[src/design/assert_macros.svh]
// Assertion macros for the loader RTL, included by fpl_back.
// Depends on nothing; every macro expects clk and arst_n in scope.
`ifndef ASSERT_MACROS_SVH
`define ASSERT_MACROS_SVH

// Implication checked at every clock edge outside reset.
`define FPL_ASSERT(label, prop, msg) \
	label: assert property (@(posedge clk) disable iff (!arst_n) (prop)) else $error(msg);

// Condition that must never hold outside reset.
`define FPL_NEVER(label, cond, msg) \
	label: assert property (@(posedge clk) disable iff (!arst_n) !(cond)) else $error(msg);

`endif

[src/design/fpl_pkg.sv]
// Shared types and constants of the passive serial loader.
// Used by every module of the loader; depends on nothing.
package fpl_pkg;

	localparam int WORD_BITS = 32;
	localparam int BIT_W     = (WORD_BITS > 1) ? $clog2(WORD_BITS) : 1;
	localparam int TICK_W    = 16;
	localparam int JOB_DEPTH = 2;

	localparam logic [TICK_W-1:0] SETTLE_RESET = 16'd10;
	localparam logic [TICK_W-1:0] PULSE_RESET  = 16'd100;

	localparam logic [1:0] CMD_START = 2'd1;
	localparam logic [1:0] CMD_WORD  = 2'd2;

	localparam logic [1:0] REG_SETTLE = 2'd0;
	localparam logic [1:0] REG_PULSE  = 2'd1;

	typedef enum logic [3:0] {
		PH_IDLE   = 4'd0,
		PH_HIGH   = 4'd1,
		PH_LOW    = 4'd2,
		PH_WFALL  = 4'd3,
		PH_WRISE  = 4'd4,
		PH_SETTLE = 4'd5,
		PH_STREAM = 4'd6,
		PH_RESET  = 4'd8
	} phase_t;

	typedef enum logic [1:0] {
		ERR_NONE       = 2'd0,
		ERR_NOT_STREAM = 2'd1,
		ERR_BUSY       = 2'd2
	} err_t;

	typedef struct packed {
		logic                 is_word;
		logic [WORD_BITS-1:0] word;
		logic                 ncfg;
		logic                 dclk;
		logic                 data0;
		logic                 reset_n;
		phase_t               phase;
		logic                 done;
		logic                 ok;
		err_t                 error;
	} job_t;

endpackage

[src/design/fpl_front.sv]
// Front of the loader: holds the sequencer state and configuration registers,
// classifies each command and turns it into one job. Depends on fpl_pkg.
module fpl_front (
	input  logic                        clk,
	input  logic                        arst_n,
	input  logic                        accept,
	input  logic [1:0]                  cmd,
	input  logic [fpl_pkg::WORD_BITS-1:0] word,
	input  logic                        final_word,
	input  logic                        nstatus_in,
	input  logic                        conf_done_in,
	input  logic                        cfg_we,
	input  logic [1:0]                  cfg_index,
	input  logic [fpl_pkg::TICK_W-1:0]  cfg_data,
	output fpl_pkg::job_t               job
);

	fpl_pkg::phase_t               phase_q, phase_d;
	logic [fpl_pkg::TICK_W-1:0]    cnt_q, cnt_d;
	logic [fpl_pkg::TICK_W-1:0]    settle_q, pulse_q, limit;
	logic [fpl_pkg::TICK_W:0]      cnt_inc;
	logic                          hit;
	logic ncfg_q, ncfg_d, dclk_q, dclk_d, data0_q, data0_d, rst_q, rst_d;

	always_comb begin
		phase_d = phase_q;
		cnt_d   = cnt_q;
		ncfg_d  = ncfg_q;
		dclk_d  = dclk_q;
		data0_d = data0_q;
		rst_d   = rst_q;
		job     = '0;
		job.word  = word;
		job.error = fpl_pkg::ERR_NONE;
		limit   = (phase_q == fpl_pkg::PH_RESET) ? pulse_q : settle_q;
		cnt_inc = {1'b0, cnt_q} + {{fpl_pkg::TICK_W{1'b0}}, 1'b1};
		hit     = cnt_inc >= {1'b0, limit};
		if (cmd == fpl_pkg::CMD_START) begin
			if (phase_q != fpl_pkg::PH_IDLE) begin
				job.error = fpl_pkg::ERR_BUSY;
			end else begin
				ncfg_d  = 1'b1;
				dclk_d  = 1'b0;
				phase_d = fpl_pkg::PH_HIGH;
				cnt_d   = '0;
			end
		end else if (cmd == fpl_pkg::CMD_WORD) begin
			if (phase_q != fpl_pkg::PH_STREAM) begin
				job.error = fpl_pkg::ERR_NOT_STREAM;
			end else begin
				job.is_word = 1'b1;
				data0_d     = word[fpl_pkg::WORD_BITS-1];
				dclk_d      = 1'b0;
				if (final_word) begin
					rst_d   = 1'b0;
					phase_d = fpl_pkg::PH_RESET;
					cnt_d   = '0;
				end
			end
		end else begin
			unique case (phase_q)
				fpl_pkg::PH_HIGH, fpl_pkg::PH_LOW, fpl_pkg::PH_SETTLE,
				fpl_pkg::PH_RESET: begin
					cnt_d = hit ? '0 : cnt_inc[fpl_pkg::TICK_W-1:0];
					if (hit) begin
						unique case (phase_q)
							fpl_pkg::PH_HIGH: begin
								ncfg_d  = 1'b0;
								phase_d = fpl_pkg::PH_LOW;
							end
							fpl_pkg::PH_LOW:    phase_d = fpl_pkg::PH_WFALL;
							fpl_pkg::PH_SETTLE: phase_d = fpl_pkg::PH_STREAM;
							default: begin
								rst_d    = 1'b1;
								job.done = 1'b1;
								job.ok   = conf_done_in;
								phase_d  = fpl_pkg::PH_IDLE;
							end
						endcase
					end
				end
				fpl_pkg::PH_WFALL: begin
					if (!nstatus_in) begin
						ncfg_d  = 1'b1;
						phase_d = fpl_pkg::PH_WRISE;
					end
				end
				fpl_pkg::PH_WRISE: begin
					if (nstatus_in) begin
						phase_d = fpl_pkg::PH_SETTLE;
						cnt_d   = '0;
					end
				end
				default: ;
			endcase
		end
		job.ncfg    = ncfg_d;
		job.dclk    = dclk_d;
		job.data0   = data0_d;
		job.reset_n = job.is_word ? rst_q : rst_d;
		job.phase   = job.is_word ? fpl_pkg::PH_STREAM : phase_d;
	end

	always_ff @(posedge clk or negedge arst_n) begin
		if (!arst_n) begin
			phase_q <= fpl_pkg::PH_IDLE;
			cnt_q   <= '0;
			ncfg_q  <= 1'b1;
			dclk_q  <= 1'b0;
			data0_q <= 1'b0;
			rst_q   <= 1'b1;
		end else if (accept) begin
			phase_q <= phase_d;
			cnt_q   <= cnt_d;
			ncfg_q  <= ncfg_d;
			dclk_q  <= dclk_d;
			data0_q <= data0_d;
			rst_q   <= rst_d;
		end
	end

	always_ff @(posedge clk or negedge arst_n) begin
		if (!arst_n) begin
			settle_q <= fpl_pkg::SETTLE_RESET;
			pulse_q  <= fpl_pkg::PULSE_RESET;
		end else if (cfg_we) begin
			case (cfg_index)
				fpl_pkg::REG_SETTLE: settle_q <= cfg_data;
				fpl_pkg::REG_PULSE:  pulse_q  <= cfg_data;
				default: ;
			endcase
		end
	end

endmodule

[src/design/fpl_job_fifo.sv]
// Short job queue between the front and the back of the loader.
// Depends on fpl_pkg for the job type and depth.
module fpl_job_fifo (
	input  logic          clk,
	input  logic          arst_n,
	input  logic          push,
	input  fpl_pkg::job_t push_job,
	output logic          full,
	input  logic          pop,
	output logic          head_valid,
	output fpl_pkg::job_t head_job
);

	localparam int PTR_W = (fpl_pkg::JOB_DEPTH > 1) ? $clog2(fpl_pkg::JOB_DEPTH) : 1;
	localparam int CNT_W = $clog2(fpl_pkg::JOB_DEPTH + 1);

	fpl_pkg::job_t    mem_q [fpl_pkg::JOB_DEPTH];
	logic [PTR_W-1:0] wr_q, rd_q;
	logic [CNT_W-1:0] count_q;

	assign full       = count_q == CNT_W'(fpl_pkg::JOB_DEPTH);
	assign head_valid = count_q != '0;
	assign head_job   = mem_q[rd_q];

	always_ff @(posedge clk) begin
		if (push) begin
			mem_q[wr_q] <= push_job;
		end
	end

	always_ff @(posedge clk or negedge arst_n) begin
		if (!arst_n) begin
			wr_q    <= '0;
			rd_q    <= '0;
			count_q <= '0;
		end else begin
			if (push) begin
				wr_q <= (wr_q == PTR_W'(fpl_pkg::JOB_DEPTH - 1)) ? '0 : wr_q + 1'b1;
			end
			if (pop) begin
				rd_q <= (rd_q == PTR_W'(fpl_pkg::JOB_DEPTH - 1)) ? '0 : rd_q + 1'b1;
			end
			count_q <= count_q + CNT_W'(push) - CNT_W'(pop);
		end
	end

endmodule

[src/design/fpl_back.sv]
// Back of the loader: expands queued jobs into pin-level results, one a cycle
// while pop allows, into the output register; uses fpl_pkg, assert_macros.svh.
`include "assert_macros.svh"

module fpl_back (
	input  logic          clk,
	input  logic          arst_n,
	input  logic          head_valid,
	input  fpl_pkg::job_t head_job,
	output logic          job_pop,
	input  logic          pop,
	output logic          empty,
	output logic          ncfg_out,
	output logic          dclk_out,
	output logic          data0_out,
	output logic          reset_n_out,
	output logic [3:0]    phase_out,
	output logic          done_res,
	output logic          cfg_ok,
	output logic [1:0]    error,
	output logic          last
);

	logic [fpl_pkg::BIT_W-1:0] bit_q;
	logic                      half_q;
	logic                      out_valid_q;
	logic                      load;
	logic                      res_last;
	logic                      res_dclk;
	logic                      res_data0;

	assign empty = !out_valid_q;
	assign load  = head_valid && (!out_valid_q || pop);

	always_comb begin
		if (head_job.is_word) begin
			res_dclk  = !half_q;
			res_data0 = head_job.word[bit_q];
			res_last  = half_q && (bit_q == fpl_pkg::BIT_W'(fpl_pkg::WORD_BITS - 1));
		end else begin
			res_dclk  = head_job.dclk;
			res_data0 = head_job.data0;
			res_last  = 1'b1;
		end
	end

	assign job_pop = load && res_last;

	always_ff @(posedge clk or negedge arst_n) begin
		if (!arst_n) begin
			bit_q       <= '0;
			half_q      <= 1'b0;
			out_valid_q <= 1'b0;
		end else begin
			if (load) begin
				out_valid_q <= 1'b1;
			end else if (pop) begin
				out_valid_q <= 1'b0;
			end
			if (load) begin
				if (res_last) begin
					bit_q  <= '0;
					half_q <= 1'b0;
				end else begin
					half_q <= !half_q;
					if (half_q) begin
						bit_q <= bit_q + 1'b1;
					end
				end
			end
		end
	end

	always_ff @(posedge clk) begin
		if (load) begin
			ncfg_out    <= head_job.ncfg;
			dclk_out    <= res_dclk;
			data0_out   <= res_data0;
			reset_n_out <= head_job.reset_n;
			phase_out   <= head_job.phase;
			done_res    <= head_job.done;
			cfg_ok      <= head_job.ok;
			error       <= head_job.error;
			last        <= res_last;
		end
	end

	`FPL_ASSERT(a_mid_word_has_job, (bit_q != '0 || half_q) |-> (head_valid && head_job.is_word), "word expansion lost its job")
	`FPL_NEVER(a_pop_without_load, job_pop && !load, "job released without a result")
	`FPL_ASSERT(a_result_held, (out_valid_q && !pop) |=> out_valid_q, "waiting result dropped")

endmodule

[src/design/fpga_passive_serial_loader.sv]
// Top level of the FPGA passive serial configuration loader.
// Instantiates fpl_front, fpl_job_fifo and fpl_back; depends on fpl_pkg.
//
// Commands enter through push/full: a transfer happens when push is high and
// full is low. Results leave through empty/pop: the oldest result is on the
// result ports while empty is low and is transferred when pop is high.
// Each command is classified and the sequencer state updated in the cycle it
// is taken, and a job goes into a two-entry queue. The back end turns a
// streamed word into 64 results, one per cycle while pop is high, data with
// clock high then clock low for each bit; every other command gives one
// result. Single results sustain one command per cycle while pop is high; a
// word holds the back end for all 64 of its results, which sets the rate
// while streaming. Settle and reset-pulse lengths are written over
// cfg_valid/cfg_ready, which is always ready; the user must write them only
// while the block is idle, which the block itself does not enforce.
// Reset puts the sequencer in idle with the config line and FPGA reset high
// and the registers at 10 and 100 ticks. When the receiver holds off pop, the
// queue fills and full rises to hold back new commands.
module fpga_passive_serial_loader (
	input  logic                          clk,
	input  logic                          arst_n,
	input  logic                          push,
	output logic                          full,
	input  logic [1:0]                    cmd,
	input  logic [fpl_pkg::WORD_BITS-1:0] word,
	input  logic                          final_word,
	input  logic                          nstatus_in,
	input  logic                          conf_done_in,
	output logic                          empty,
	input  logic                          pop,
	output logic                          ncfg_out,
	output logic                          dclk_out,
	output logic                          data0_out,
	output logic                          reset_n_out,
	output logic [3:0]                    phase_out,
	output logic                          done_res,
	output logic                          cfg_ok,
	output logic [1:0]                    error,
	output logic                          last,
	input  logic                          cfg_valid,
	output logic                          cfg_ready,
	input  logic [1:0]                    cfg_index,
	input  logic [fpl_pkg::TICK_W-1:0]    cfg_data
);

	fpl_pkg::job_t new_job, head_job;
	logic          accept, head_valid, job_pop;

	assign cfg_ready = 1'b1;
	assign accept    = push && !full;

	fpl_front u_front (
		.clk          (clk),
		.arst_n       (arst_n),
		.accept       (accept),
		.cmd          (cmd),
		.word         (word),
		.final_word   (final_word),
		.nstatus_in   (nstatus_in),
		.conf_done_in (conf_done_in),
		.cfg_we       (cfg_valid && cfg_ready),
		.cfg_index    (cfg_index),
		.cfg_data     (cfg_data),
		.job          (new_job)
	);

	fpl_job_fifo u_fifo (
		.clk        (clk),
		.arst_n     (arst_n),
		.push       (accept),
		.push_job   (new_job),
		.full       (full),
		.pop        (job_pop),
		.head_valid (head_valid),
		.head_job   (head_job)
	);

	fpl_back u_back (
		.clk         (clk),
		.arst_n      (arst_n),
		.head_valid  (head_valid),
		.head_job    (head_job),
		.job_pop     (job_pop),
		.pop         (pop),
		.empty       (empty),
		.ncfg_out    (ncfg_out),
		.dclk_out    (dclk_out),
		.data0_out   (data0_out),
		.reset_n_out (reset_n_out),
		.phase_out   (phase_out),
		.done_res    (done_res),
		.cfg_ok      (cfg_ok),
		.error       (error),
		.last        (last)
	);

endmodule

[config.mk]
export PLATFORM = sky130hd
export DESIGN_NAME = fpga_passive_serial_loader
export DESIGN_NICKNAME = d
export VERILOG_FILES = /design/src/design/fpl_pkg.sv /design/src/design/fpl_front.sv /design/src/design/fpl_job_fifo.sv /design/src/design/fpl_back.sv /design/src/design/fpga_passive_serial_loader.sv
export VERILOG_INCLUDE_DIRS = /design/src /design/src/design
export SDC_FILE = /design/constraint.sdc
export NUM_CORES = 1
export LEC_CHECK = 0
export BUFFER_PORTS_ARGS = -buffer_cell sky130_fd_sc_hd__buf_2
export CAP_MARGIN = 30
export CORE_ASPECT_RATIO = 1.75
export CORE_MARGIN = 2
export CORE_UTILIZATION = 53
export DETAILED_ROUTE_END_ITERATION = 10
export GPL_TIMING_DRIVEN = 0
export PLACE_DENSITY_LB_ADDON = 0.1
export SLEW_MARGIN = 10
export SYNTH_ARGS = -nofsm -noshare
export SYNTH_HDL_FRONTEND = slang
export SYNTH_SLANG_ARGS = --single-unit
export TNS_END_PERCENT = 100
[constraint.sdc]
create_clock -name clk -period 4.43 [get_ports clk]
set_input_delay 0.886 -clock clk [delete_from_list [all_inputs] [get_ports clk]]
set_output_delay 0.886 -clock clk [all_outputs]
set_load 0.05 [all_outputs]
==> After elaboration in Yosys (flattened, before gate mapping) <==
Memory sizes are Yosys's and may differ from the RTL's.
Cells that the tools add are included.
W data, S select, Z words.
{ "totals": {"ramBits": 90, "n_memories": 1, "word_cells": 136, "inputBits": 60, "regBits": 80} }
{ "op_classes": {"addsub": 6, "reduce_logical": 20, "n_eq_ne": 16, "order_cmp": 2, "n_mux": 68} }
{ "mem_list": {"columns": ["memory", "words", "width", "rd", "rd_clocked_by_memory_dff", "wr", "line", "rtl"], "rows": [
  ["u_fifo.mem_q", 2, 45, 1, 0, 1, "fpl_job_fifo.sv:17", "fpl_pkg::job_t mem_q [fpl_pkg::JOB_DEPTH];"]
]} }
{ "op_table": {"columns": ["operator", "count"], "rows": [
  ["$mux W16", 8],
  ["$mux W1", 37],
  ["$mux W4", 9],
  ["$pmux W16 S2", 1],
  ["$add A16 B1 Y17 const B", 1],
  ["$ge A17 B16 Y1", 1],
  ["$mux W2", 7],
  ["$pmux W4 S3", 1],
  ["$mux W5", 2],
  ["$pmux W3 S3", 1],
  ["$eq A4 B2 Y1 const B", 2],
  ["$eq A4 B3 Y1 const B", 2],
  ["$reduce_bool A4 Y1", 2],
  ["$lt A5 B6 Y1 const B", 1],
  ["$ne A3 B2 Y1 const B", 2],
  ["$reduce_and A2 Y1", 3],
  ["$reduce_and A6 Y1", 1],
  ["$reduce_bool A2 Y1", 3],
  ["$add A5 B1 Y5 const B", 1],
  ["$bmux W1 S5", 1],
  ["$eq A5 B5 Y1 const B", 1],
  ["$eq A2 B1 Y1 const B", 2],
  ["$eq A2 B2 Y1 const B", 2],
  ["$eq A4 B1 Y1 const B", 1],
  ["14 further kinds", 20]
]} }

==> Depth between registers and ports, before layout <==
Gate-level depths: netlist of the first run.
{ "depth": {"word_depth": 8, "ltp_mapped": 16, "mapped_depth_nobuf": 15} }

==> Cells and area by module <==
From an unflattened synthesis of the first run, not the netlist that was laid out.
{ "hier_totals": {"hier_cells": 622, "area_unflattened_um2": 8518.2} }
{ "by_module_without_submodules": {"columns": ["module", "cells_per_inst", "n_inst", "area_per_inst_um2"], "rows": [
  ["fpl_front", 379, 1, 3742.3],
  ["fpl_job_fifo", 155, 1, 3646.0],
  ["fpl_back", 85, 1, 1104.8],
  ["fpga_passive_serial_loader", 3, 1, 25.0]
]} }

==> Worst setup path after synthesis of the first run <==
OpenSTA, ideal clock, no wires.
{ "synth_path": {"kind": "register to register", "from": "reg u_front.phase_q[3]", "to": "reg u_front.cnt_q[15] (netlist name)", "required_ps": 4354, "path_buffers": 5, "arrival_time_ps": 4109, "setup_ps": 76, "path_slack_ps": 244, "path_stages_with_launch": 17, "path_cell_list": "dfrtp_1 clkbuf_1 inv_1 nor4_1 clkbuf_1 clkbuf_1 mux2i_1 ha_1 nand3_1 nor3_1 a2111o_1 or2_1 buf_6 or3_4 buf_6 or4_1 o21ai_1"} }
{ "synth_via": {"elab_chain_len": 7, "word_cells_on_any_way": 19} }
{ "synth_rtl": {"columns": ["item", "line", "rtl"], "rows": [
  ["start: declaration", "fpl_front.sv:18", "fpl_pkg::phase_t phase_q, phase_d;"],
  ["start signal: assignment", "fpl_front.sv:106", "phase_q <= fpl_pkg::PH_IDLE;"],
  ["start signal: assignment", "fpl_front.sv:113", "phase_q <= phase_d;"],
  ["$eq A4 B4 Y1", "fpl_front.sv:35, fpl_front.sv:61", null],
  ["$mux W16", "fpl_front.sv:35", "limit = (phase_q == fpl_pkg::PH_RESET) ? pulse_q : settle_q;"],
  ["$ge A17 B16 Y1", "fpl_front.sv:37", "hit = cnt_inc >= {1'b0, limit};"],
  ["$mux W16", "fpl_front.sv:64", "cnt_d = hit ? '0 : cnt_inc[fpl_pkg::TICK_W-1:0];"],
  ["$pmux W16 S2", "fpl_front.sv:61", "unique case (phase_q)"],
  ["$mux W16", "fpl_front.sv:47", "end else if (cmd == fpl_pkg::CMD_WORD) begin"],
  ["$mux W16", "fpl_front.sv:38", "if (cmd == fpl_pkg::CMD_START) begin"],
  ["end signal: assignment", "fpl_front.sv:114", "cnt_q <= cnt_d;"],
  ["end: declaration", "fpl_front.sv:19", "logic [fpl_pkg::TICK_W-1:0] cnt_q, cnt_d;"]
]} }
Several ways; a longest one is shown, not always the timed one.
A chain may end at the register's enable or synchronous reset.

==> Worst setup path in the final report of the first run <==
{ "layout_path": {"from": "reg u_front.phase_q[1]", "to": "reg u_front.cnt_q[15] (netlist name)"} }
Same word-level chain as after synthesis.

==> summary.md, run 1 <==
| Metric | Value |
|---|---|
| FFs w/ async S/R, synth | `0.394` |
| Final ANT Viol Nets | `0` |
| Synth Register Bits | `170` |
| MaxCap Viol Count | `0` |
| Final Wtd Congestion | `0.838` |
| Worst-path clk slew | `roughly 0.07 ns` |
| I/O pin total | `between 70 and 80` |
| GRT Overall Usage | `0.211` |
| Dpl ws | `-0.504 ns` |
| Drt drc | `0` |
| Fin area | `roughly 0.009 mm²` |
| Post-CTS setup buffer count | `0` |
| Sequential cell area fraction in the yosys report | `0.621` |
| Starting Density | `0.539` |
| Global route total overflow | `0` |
| Die Y | `about 160 µm` |
| WL/cell | `roughly 18 µm` |
| Most frequent cells in the layout | `103 x edfxtp_1, 76 x buf_2, 60 x dfrtp_1` |
| Crit path kind | `reg -> reg` |
| Worst Path Max Fanout | `10` |
| Vias after detailed routing | `approximately 4.7k` |
| Syn nets | `between 600 and 700` |
| Sink Count | `170` |
| Largest net degree at the start of global routing | `48` |
| First-pass GRT wire length | `roughly 24000 µm` |
| Primary FF master, synth | `edfxtp_1` |
| Hold Path Class | `in -> async` |
| CP startpoint | `u_front.phase_q[1]$_DFFE_PN0P_` |
| Arrival time worst endpoint | `around 4.6 ns` |
| Via density | `5.63` |
| Peak VDD IR | `0.288 mV` |
| Fin nets | `720` |
| Startpoint types | `flop` |
| Placed instance area | `around 0.0084 mm²` |
| Tightest Pin Transition | `0.830 ns` |
| Number of synthesized flops with an enable pin | `roughly 100` |
| Post-synth top area share | `0.402` |
| Area Growth Syn to Fin | `16.9%` |
| H-tree depth | `4` |
| Final worst path period need | `between 4 and 5 ns` |
| Yosys warning total | `0` |
| Clock Skews | `approximately 0.013 ns` |
| Clk buf depth | `2` |
| Pins Over Slew Limit | `0` |
| Hold Buf Count CTS | `0` |
| Die area | `0.0155 mm²` |
| R2r startpoint | `u_front.phase_q[1]$_DFFE_PN0P_` |
| Iter 0 DRT Violations | `243` |
| Core ar. | `approximately 0.014 mm²` |
| Final wirelength | `15300 µm` |
| Vias in the first global route | `roughly 5k` |
| Antenna fix cells | `0` |
| Outcome | `finished clean` |
| Area contributors post-synth | `edfxtp_1 40%, dfrtp_1 19%, mux2_2 6.7%, mux4_2 6.1%, ha_1 3.7%` |
| Syn Inst Count | `roughly 540` |
| Initial antenna violation count | `0` |
| Pre-Repair DR Iteration Count | `4` |
| Post-cts sizing count | `3` |
| CTS root buffer | `clkbuf_16` |
| Final setup margin | `between 0.2 and 0.25 ns` |
| Port Buffer Count | `74` |
| P_leak | `between 3 and 4 nW` |
| Period utilisation layout | `0.948` |
| Hold Vio Cnt, Final | `0` |
| Most common cell after layout, fill and taps aside | `edfxtp_1` |
| CTS tree | `built` |
| RSZ-0062 raised after global routing | `no` |
| Max Fclk | `approximately 240 MHz` |
| Crit end category | `flop` |
| Netlist cell types | `52` |
| Number of cell rows | `between 50 and 60` |
| Post-Syn Area | `just under 0.008 mm²` |
| Worst skew pair latency | `between 0.4 and 0.5 ns` |
| Rel. slew slack | `0.441` |
| Inserted Clock Buffers | `17` |
| DP Wirelength | `between 10000 and 15000 µm` |
| Die span in x | `95.1 µm` |
| Final setup viols | `0` |
| Worst EP required | `around 4.8 ns` |
| Pwr/cell area | `about 600 mW/mm²` |
| Layout cells sized above 1 | `0.308` |
| Post-synth top area cell | `edfxtp_1` |
| Syn Area/Cell | `~14 µm²` |
[synth_stat cells (3+ instances only)]
cell / number
mux4_2: 21
o211ai_1: 3
and3_1: 3
nand4_1: 5
nand2b_1: 17
edfxtp_1: 103
a21o_1: 6
a22o_1: 3
dfrtp_1: 60
dfstp_2: 7
mux2i_1: 19
xor2_1: 7
nor2b_1: 4
nor3_1: 11
o21ai_0: 22
inv_1: 16
nand3_1: 12
xnor2_1: 12
ha_1: 23
a21oi_1: 14
nor4_1: 4
and2_1: 3
clkbuf_1: 18
mux2_2: 46
o31ai_1: 3
nor2_1: 22
nand2_1: 42
[cell families after synthesis]
kind of cell             after synthesis  share of synthesized area
AND/OR/NAND/NOR                      136                     0.0892
AO/OA/AOI/OAI                         67                     0.0556
multiplexers                          86                      0.153
other                                  1                   0.000487
adder cells (fa/ha/maj)               23                     0.0374
buffers and inverters                 39                     0.0218
XOR/XNOR                              19                     0.0216
flip-flops                           170                      0.621
[per-stage QoR]
step	cells	TNS, ns	power [mW]	hold slack [ns]	utilization
CTS	830	0	5.48	0.351	0.628
finish	830	0	5.41	0.357	0.630
floorplan	541	0	3.51	0.442	-
detailed placement	798	-11.95	3.98	0.475	0.586
global placement	795	-25.65	3.90	0.459	0.580
global route	830	0	5.69	0.360	0.630
[layout make-up]
cell class	count	area [µm²]
timing repair buffer	78	445
clock inverter	15	176
tap	180	225
sequential	170	4780
inverter	16	60.1
fill	1081	5300
multi-input combinational	332	2780
clock buffer	17	425
buffer	22	111
[registers in the layout (all words and copies together) (netlist names), 2 cells and up]
signal            count
u_back.bit_q          5
u_back.error          2
u_back.phase_out      4
u_fifo.count_q        2
u_fifo.mem_q         90
u_front.cnt_q        16
u_front.phase_q       4
u_front.pulse_q      16
u_front.settle_q     16
[report_power, final]
part | switching, mW | total, mW | internal (mW)
logic | 0.958 | 1.60 | 0.647
registers | 0.163 | 2.31 | 2.15
clock network | 0.683 | 1.49 | 0.809
[critical path: stages (launching register included)]
cell and delay (ns):
dfrtp_1 0.46, clkbuf_1 0.26, nor4_1 0.30, clkbuf_4 0.29, clkbuf_4 0.30, mux2i_1 0.23
ha_1 0.26, nand3_1 0.14, nor3_1 0.08, a2111o_1 0.41, or2_1 0.25, buf_6 0.13
or3_4 0.37, buf_6 0.15, or4_1 0.39, o21ai_1 0.09
[per-layer routing]
| layer | global-route usage | part of all wire | up-vias |
|---|---|---|---|
| li1 | - | - | 2224 |
| met1 | 0.214 | 0.36 | 2331 |
| met2 | 0.399 | 0.58 | 87 |
| met3 | 0.0332 | 0.026 | 33 |
| met4 | 0.109 | 0.036 | 0 |
| met5 | 0 | 0 | - |
[worst paths after layout]
kind                                                    to  slack (ns)  cells after the start
max                          u_front.cnt_q[15]$_DFFE_PN0P_        0.23                     15
min                        u_front.pulse_q[14]$_DFFE_PN0P_        0.36                      1
max reg2reg                  u_front.cnt_q[15]$_DFFE_PN0P_        0.23                     15
min reg2reg                      u_front.rst_q$_DFFE_PN1P_        0.48                      2
max in group asynchronous       u_front.ncfg_q$_DFFE_PN1P_        3.48                      2
min in group clk                 u_front.rst_q$_DFFE_PN1P_        0.48                      2
No activity file was read; power rests on OpenSTA's default activity.
==> inputs of run 2 (changes only) <==
- CORE_UTILIZATION: 53 -> 55
- clock period: 4.43 -> 5.4 ns (I/O delays scaled with it)
==> run 2 against run 1 <==
Global-route usage is 0.18 points higher. Highest routed layer unchanged. Total power fell by 19%. Register-to-register slack improved by 0.22 ns.
==> summary.md, run 2 (same netlist as run 1, synthesis figures left out) <==
| Metric | Value |
|---|---|
| Fin nets | `722 (+0.28%)` |
| Core ar. | `0.0138 mm² (-3.7%)` |
| Final worst path period need | `4.95 ns (+0.748 ns)` |
| Die Y | `161 µm (-1.8%)` |
| DP Wirelength | `10800 µm (-5.5%)` |
| Startpoint types | `flop` |
| Tightest Pin Transition | `0.824 ns (-0.00648 ns)` |
| Vias after detailed routing | `4724 (+1.0%)` |
| Max Fclk | `202 MHz (-15%)` |
| First-pass GRT wire length | `24200 µm (-0.71%)` |
| Via density | `5.70 (+1.2%)` |
| CTS tree | `built` |
| Final wirelength | `14900 µm (-2.7%)` |
| Pre-Repair DR Iteration Count | `5 (+1)` |
| Fin area | `0.00899 mm² (about the same)` |
| Period utilisation layout | `0.916 (-0.0317)` |
| WL/cell | `17.9 µm (-2.6%)` |
| Pins Over Slew Limit | `0 (unchanged)` |
| Global route total overflow | `0 (unchanged)` |
| CTS root buffer | `clkbuf_16` |
| Drt drc | `0 (unchanged)` |
| Final setup viols | `0 (unchanged)` |
| Final Wtd Congestion | `0.881 (+5.1%)` |
| Rel. slew slack | `0.446 (+0.00436)` |
| Crit path kind | `reg -> reg` |
| Sink Count | `170 (unchanged)` |
| Post-CTS setup buffer count | `0 (unchanged)` |
| Starting Density | `0.559 (+0.0208)` |
| Die span in x | `93.4 µm (-1.8%)` |
| Arrival time worst endpoint | `5.25 ns (+0.70 ns)` |
| Vias in the first global route | `5012 (+0.52%)` |
| Die area | `0.0150 mm² (-3.5%)` |
| Post-Route Setup TNS | `0 ns (unchanged)` |
| Clk buf depth | `2 (unchanged)` |
| Peak VDD IR | `0.251 mV (-13%)` |
| Iter 0 DRT Violations | `241 (-0.82%)` |
| Outcome | `finished clean` |
| Final core occ | `0.653 (+0.0239)` |
| Fillers | `1016 (-6.0%)` |
| Area occupied by multi-input gates | `0.00276 mm² (-0.54%)` |
| Clock Skews | `0.0119 ns (-0.00138 ns)` |
| Worst skew pair latency | `0.42 ns (about the same)` |
| RSZ-0062 raised after global routing | `no` |
| Most flops, register | `u_fifo.mem_q` |
| Worst-path clk slew | `0.07 ns (about the same)` |
| Antenna fix cells | `0 (unchanged)` |
| Placed instance area | `0.00841 mm² (+0.37%)` |
| Worst path cell trace | `clkbuf_1 -> inv_1 -> nor4_1 -> clkbuf_1 -> clkbuf_1 -> mux2i_1 -> ha_1 -> and4_1 -> nand2_1 -> nor4_1 -> o21ba_2 -> or3_4 -> buf_6 -> nor2_1 -> mux2_2` |
| GRT Overall Usage | `0.212 (+0.00180)` |
| Crit-path max cell delay | `0.71 ns (+0.25 ns)` |
| Pwr/cell area | `489 mW/mm² (-19%)` |
| Post-cts sizing count | `0 (-3)` |
| P_leak | `3.56 nW (about the same)` |
| Initial antenna violation count | `0 (unchanged)` |
| FF+latch area | `0.00478 mm² (unchanged)` |
| Hold Path Class | `reg -> reg` |
| Area Growth Syn to Fin | `16.8% (about the same)` |
| Final ANT Viol Nets | `0 (unchanged)` |
| Largest net degree at the start of global routing | `59 (+23%)` |
| Hold Buf Count CTS | `0 (unchanged)` |
| Worst path most repeated cell | `clkbuf_1` |
| Port Buffer Count | `74 (unchanged)` |
| Max reg flops | `90 (unchanged)` |
| Crit end category | `flop` |
| Most frequent cells in the layout | `103 x edfxtp_1, 76 x buf_2, 60 x dfrtp_1` |
| Most common cell after layout, fill and taps aside | `edfxtp_1` |
| Number of cell rows | `57 (-1.7%)` |
| Inserted Clock Buffers | `17 (unchanged)` |
| Worst Path Max Fanout | `10 (unchanged)` |
| Layout cells sized above 1 | `0.299 (-0.00861)` |
| Hold Vio Cnt, Final | `0 (unchanged)` |
| I/O pin total | `76 (unchanged)` |
| MaxCap Viol Count | `0 (unchanged)` |
| H-tree depth | `4 (unchanged)` |
| CP max stage cell | `nor4_1` |
| Worst EP required | `5.71 ns (+0.93 ns)` |
==> run 2: changes by cell type in the layout (fill, tap and decap cells not counted), sizes merged <==
| cell | change |
|---|---|
| clkinvlp | -1 |
| inv | -1 |
| clkbuf | +1 |
| bufinv | -1 |
| buf | +1 |
| clkinv | +3 |
==> run 2: area by class of cell <==
type,count,area share
timing repair buffer,79,0.0534
multi-input combinational,332,0.307
sequential,170,0.531
clock buffer,17,0.0473
buffer,23,0.0120
tap,177,0.0246
inverter,16,0.00668
clock inverter,15,0.0175
==> run 2: power by group <==
part | internal (mW) | leakage (nW) | switching, mW
clock | 0.616 | 0.282 | 0.553
sequential | 1.76 | 1.79 | 0.117
combinational | 0.548 | 1.49 | 0.801
total | 2.93 | 3.56 | 1.47
==> run 2: per-layer routing <==
metal,routed length [µm],GRT usage,part of all wire,vias to the layer above
met2,8670,0.400,0.58,108
met4,398,0.0936,0.027,0
met5,0,0,0,-
li1,-,-,-,2222
met3,452,0.0356,0.030,26
met1,5360,0.226,0.36,2368
==> run 2: per-stage QoR <==
stage	hold WS, ns	worst slack, ns	std cells	power (mW)
floorplan	0.442	1.21	541	2.88
global placement	0.455	0.471	792	3.18
CTS	0.479	0.442	828	4.45
global route	0.481	0.0602	829	4.62
finish	0.481	0.452	829	4.40
detailed placement	0.468	0.466	796	3.27
==> run 2: path summary, 6_finish.rpt <==
kind	from	end	slack (ns)	cells past startpoint
max in group asynchronous	arst_n	u_front.pulse_q[2]$_DFFE_PN1P_	4.33	2
hold reg to reg	u_front.dclk_q$_DFFE_PN0P_	u_front.dclk_q$_DFFE_PN0P_	0.48	1
min in group asynchronous	arst_n	u_front.settle_q[12]$_DFFE_PN0P_	0.49	1
hold / removal	u_front.dclk_q$_DFFE_PN0P_	u_front.dclk_q$_DFFE_PN0P_	0.48	1
setup / recovery	u_front.phase_q[3]$_DFFE_PN0P_	u_front.cnt_q[0]$_DFFE_PN0P_	0.45	15
setup reg to reg	u_front.phase_q[3]$_DFFE_PN0P_	u_front.cnt_q[0]$_DFFE_PN0P_	0.45	15
==> run 2: worst max-delay path, delay by kind of cell (launching register included) <==
family                   cells  cell delay, ns
adder cells (fa/ha/maj)      1            0.35
multiplexers                 2            0.50
flip-flops                   1            0.32
buffers and inverters        5            1.87
AND/OR/NAND/NOR              6            1.50
AO/OA/AOI/OAI                1            0.30
==> inputs of run 3 (changes only) <==
- BUFFER_PORTS_ARGS: -buffer_cell sky130_fd_sc_hd__buf_2 -> unset
- DONT_BUFFER_PORTS: unset -> 1
- SYNTH_HIERARCHICAL: unset -> 1
==> run 3 against run 2 <==
Worst setup slack better by 0.33 ns. Sequential share of layout area is 2.2 points lower. Clock power hardly changed.
==> summary.md, run 3 <==
| Metric | Value |
|---|---|
| Via density | `5.77 (+1.2%)` |
| Final setup viols | `0 (unchanged)` |
| Psw | `1.60 mW (+8.4%)` |
| Max Fclk | `216 MHz (+7.1%)` |
| Switching Fraction | `0.336 (+0.00141)` |
| Post-Synth Simple-Gate Area | `0.0905 (+0.00127)` |
| Worst path most repeated cell | `buf_2` |
| Post-synthesis mux area share | `0.167 (+0.0141)` |
| Compound-cell area share of the yosys netlist | `0.0658 (+0.0102)` |
| Layout cells sized above 1 | `0.296 (-0.00273)` |
| Worst Path Max Fanout | `10 (unchanged)` |
| Hold Path Class | `in -> async` |
| Clock power share | `0.245 (-0.021)` |
| FFs w/ async S/R, synth | `0.394 (unchanged)` |
| Die area | `0.0165 mm² (+10%)` |
| Clock Skews | `0.0101 ns (-0.00172 ns)` |
| Die span in x | `98.1 µm (+5.0%)` |
| Synth Register Bits | `170 (unchanged)` |
| Hold Buf Count CTS | `0 (unchanged)` |
| Starting Density | `0.559 (about the same)` |
| Final wirelength | `15800 µm (+6.0%)` |
| Die Y | `169 µm (+5.0%)` |
| Period utilisation layout | `0.855 (-0.0609)` |
| Worst skew pair latency | `0.41 ns (about the same)` |
| Instance count on the critical path | `13 (-2)` |
| Yosys warning total | `6 (+6)` |
| Sink Count | `170 (unchanged)` |
| Peak VDD IR | `0.293 mV (+17%)` |
| Antenna fix cells | `0 (unchanged)` |
| Initial antenna violation count | `0 (unchanged)` |
| WL/cell | `18.7 µm (+4.1%)` |
| First-pass GRT wire length | `25500 µm (+5.1%)` |
| Number of cell rows | `60 (+5.3%)` |
| Synth Area in XOR/XNOR | `0.0192 (-0.00237)` |
| Sequential cell area fraction in the yosys report | `0.561 (-0.0596)` |
| Vias in the first global route | `5299 (+5.7%)` |
| Max reg flops | `90 (unchanged)` |
| Worst EP required | `5.56 ns (-0.15 ns)` |
| Arrival time worst endpoint | `4.78 ns (-0.47 ns)` |
| P_leak | `3.76 nW (+5.6%)` |
| CTS root buffer | `clkbuf_16` |
| Post-Route Setup TNS | `0 ns (unchanged)` |
| Outcome | `finished clean` |
| Pwr/cell area | `506 mW/mm² (+3.4%)` |
| Final ANT Viol Nets | `0 (unchanged)` |
| DP Wirelength | `11700 µm (+7.6%)` |
| Drt drc | `0 (unchanged)` |
| Syn Inst Count | `622 (+15%)` |
| Syn Area/Cell | `13.7 µm² (-3.8%)` |
| Most common cell after layout, fill and taps aside | `edfxtp_1` |
| Hold Vio Cnt, Final | `0 (unchanged)` |
| Area Growth Syn to Fin | `10.2%` |
| Global route total overflow | `0 (unchanged)` |
| RSZ-0062 raised after global routing | `no` |
| Crit-path max cell delay | `0.49 ns (-0.22 ns)` |
| Most flops, register | `u_fifo/mem_q` |
| Post-cts sizing count | `0 (unchanged)` |
| Crit end category | `flop` |
| Iter 0 DRT Violations | `231 (-4.1%)` |
| Cell internal pwr | `3.16 mW (+7.8%)` |
| Core ar. | `0.0152 mm² (+11%)` |
| Syn nets | `706 (+13%)` |
| R2R cell count | `13 (-2)` |
| Fin nets | `729 (+0.97%)` |
| I/O pin total | `76 (unchanged)` |
| MaxCap Viol Count | `0 (unchanged)` |
| CTS tree | `built` |
| Adder-cell share of the synthesized area | `0.0353 (-0.00212)` |
| Most frequent cells in the layout | `103 x edfxtp_1, 60 x dfrtp_1, 43 x mux2_2` |
| Sequential share of power | `0.438 (+0.010)` |
| Vias after detailed routing | `4866 (+3.0%)` |
| Final Wtd Congestion | `0.930 (+5.7%)` |
| Top-count cell post-synth | `edfxtp_1` |
| CP bufs+invs | `3 (-2)` |
| Primary FF master, synth | `edfxtp_1` |
| Combinational family with the most area after synthesis | `multiplexers` |
| Worst path cell trace | `clkbuf_1 -> nor4b_1 -> buf_2 -> buf_2 -> mux2i_1 -> ha_1 -> a211oi_2 -> nor2_1 -> a2111oi_4 -> o211ai_2 -> a21oi_2 -> nor3b_1 -> or2_2` |
| Inserted Clock Buffers | `17 (unchanged)` |
| Final setup margin | `0.781 ns (+0.329 ns)` |
| Number of synthesized flops with an enable pin | `103 (unchanged)` |
| Combinational Power Share | `0.317 (+0.010)` |
| Crit path max-delay family | `compound AO/OA/AOI/OAI gates` |
| Pre-Repair DR Iteration Count | `4 (-1)` |
| Post-Syn Area | `0.00852 mm² (+11%)` |
| Tightest Pin Transition | `0.750 ns (-0.0745 ns)` |
| Clk buf depth | `2 (unchanged)` |
| Rel. slew slack | `0.500 (+0.0542)` |
| Port Buffer Count | `0 (-100%)` |
| Pins Over Slew Limit | `0 (unchanged)` |
| Post-synth top area cell | `edfxtp_1` |
| CP max stage cell | `a21oi_2` |
| Largest net degree at the start of global routing | `68 (+15%)` |
| Netlist cell types | `68 (+31%)` |
| Dpl ws | `0.836 ns (+0.370 ns)` |
| GRT Overall Usage | `0.197 (-0.0149)` |
| Post-CTS setup buffer count | `0 (unchanged)` |
| Area contributors post-synth | `edfxtp_1 36%, dfrtp_1 18%, mux2_4 7.1%, mux2_2 5.7%, ha_1 3.5%` |
| Crit path kind | `reg -> reg` |
| Post-synth top area share | `0.363 (-0.0386)` |
| Worst-path clk slew | `0.07 ns (about the same)` |
| H-tree depth | `4 (unchanged)` |
| Startpoint types | `flop` |
| Final worst path period need | `4.62 ns (-0.329 ns)` |
| Top cells by count, synth | `103 x edfxtp_1, 60 x dfrtp_1, 43 x mux2_2` |
-- run 3: cell count changes after synthesis, moves of 5 or more --
cell / delta
clkbuf_1: -6
nor3_1: -8
a21o_1: -5
xnor2_1: -5
buf_4: +35
mux4_2: -19
o21ai_0: +5
nor2b_1: +9
mux2_4: +40
-- run 3: final timing paths --
kind,startpoint,end,slack (ns)
hold reg to reg,u_front/pulse_q[13]$_DFFE_PN0P_,u_front/pulse_q[13]$_DFFE_PN0P_,0.51
max in group asynchronous,arst_n,u_front/pulse_q[6]$_DFFE_PN1P_,4.85
min in group clk,u_front/pulse_q[13]$_DFFE_PN0P_,u_front/pulse_q[13]$_DFFE_PN0P_,0.51
setup reg to reg,u_front/phase_q[3]$_DFFE_PN0P_,u_fifo/mem_q[1][8]$_DFFE_PP_,0.78
setup / recovery,u_front/phase_q[3]$_DFFE_PN0P_,u_fifo/mem_q[1][8]$_DFFE_PP_,0.78
hold / removal,arst_n,u_front/pulse_q[12]$_DFFE_PN0P_,0.35
-- run 3: kinds of logic after synthesis --
kind of cell             after synthesis
AO/OA/AOI/OAI                         82
XOR/XNOR                              17
adder cells (fa/ha/maj)               24
buffers and inverters                 75
flip-flops                           170
multiplexers                         108
other                                  1
AND/OR/NAND/NOR                      145
-- run 3: metrics by stage --
| step | area, µm² | power [mW] | std cells | util | hold WS [ns] |
|---|---|---|---|---|---|
| floorplan | 8520 | 3.27 | 622 | - | 0.453 |
| global placement | 8750 | 3.55 | 808 | 0.574 | 0.466 |
| detailed placement | 8810 | 3.63 | 812 | 0.578 | 0.495 |
| CTS | 9390 | 4.80 | 844 | 0.616 | 0.336 |
| global route | 9390 | 5.01 | 844 | 0.616 | 0.325 |
| finish | 9390 | 4.75 | 844 | 0.616 | 0.352 |
-- run 3: per-layer routing --
| layer | vias up | part of all wire | global-route usage |
|---|---|---|---|
| li1 | 2298 | - | - |
| met1 | 2406 | 0.34 | 0.189 |
| met2 | 126 | 0.58 | 0.394 |
| met3 | 36 | 0.041 | 0.0446 |
| met4 | 0 | 0.031 | 0.0803 |
| met5 | - | 0 | 0 |
-- run 3: power by group through the flow --
stage	Combinational, mW	Sequential [mW]	Clock (mW)
global route	1.64	2.11	1.26
floorplan	1.20	2.07	0
finish	1.51	2.08	1.16
detailed placement	1.52	2.11	0
CTS	1.53	2.08	1.19
global placement	1.44	2.10	0
-- run 3: layout make-up --
cell class / instances / area, µm²
flip-flops and latches: 170 / 4780
repair buffers: 4 / 52.6
inverters: 15 / 56.3
plain buffers: 60 / 458
fillers: 1208 / 5850
clock buffers: 17 / 425
multi-input cells: 377 / 3230
well taps: 186 / 233
clock inverters: 15 / 153
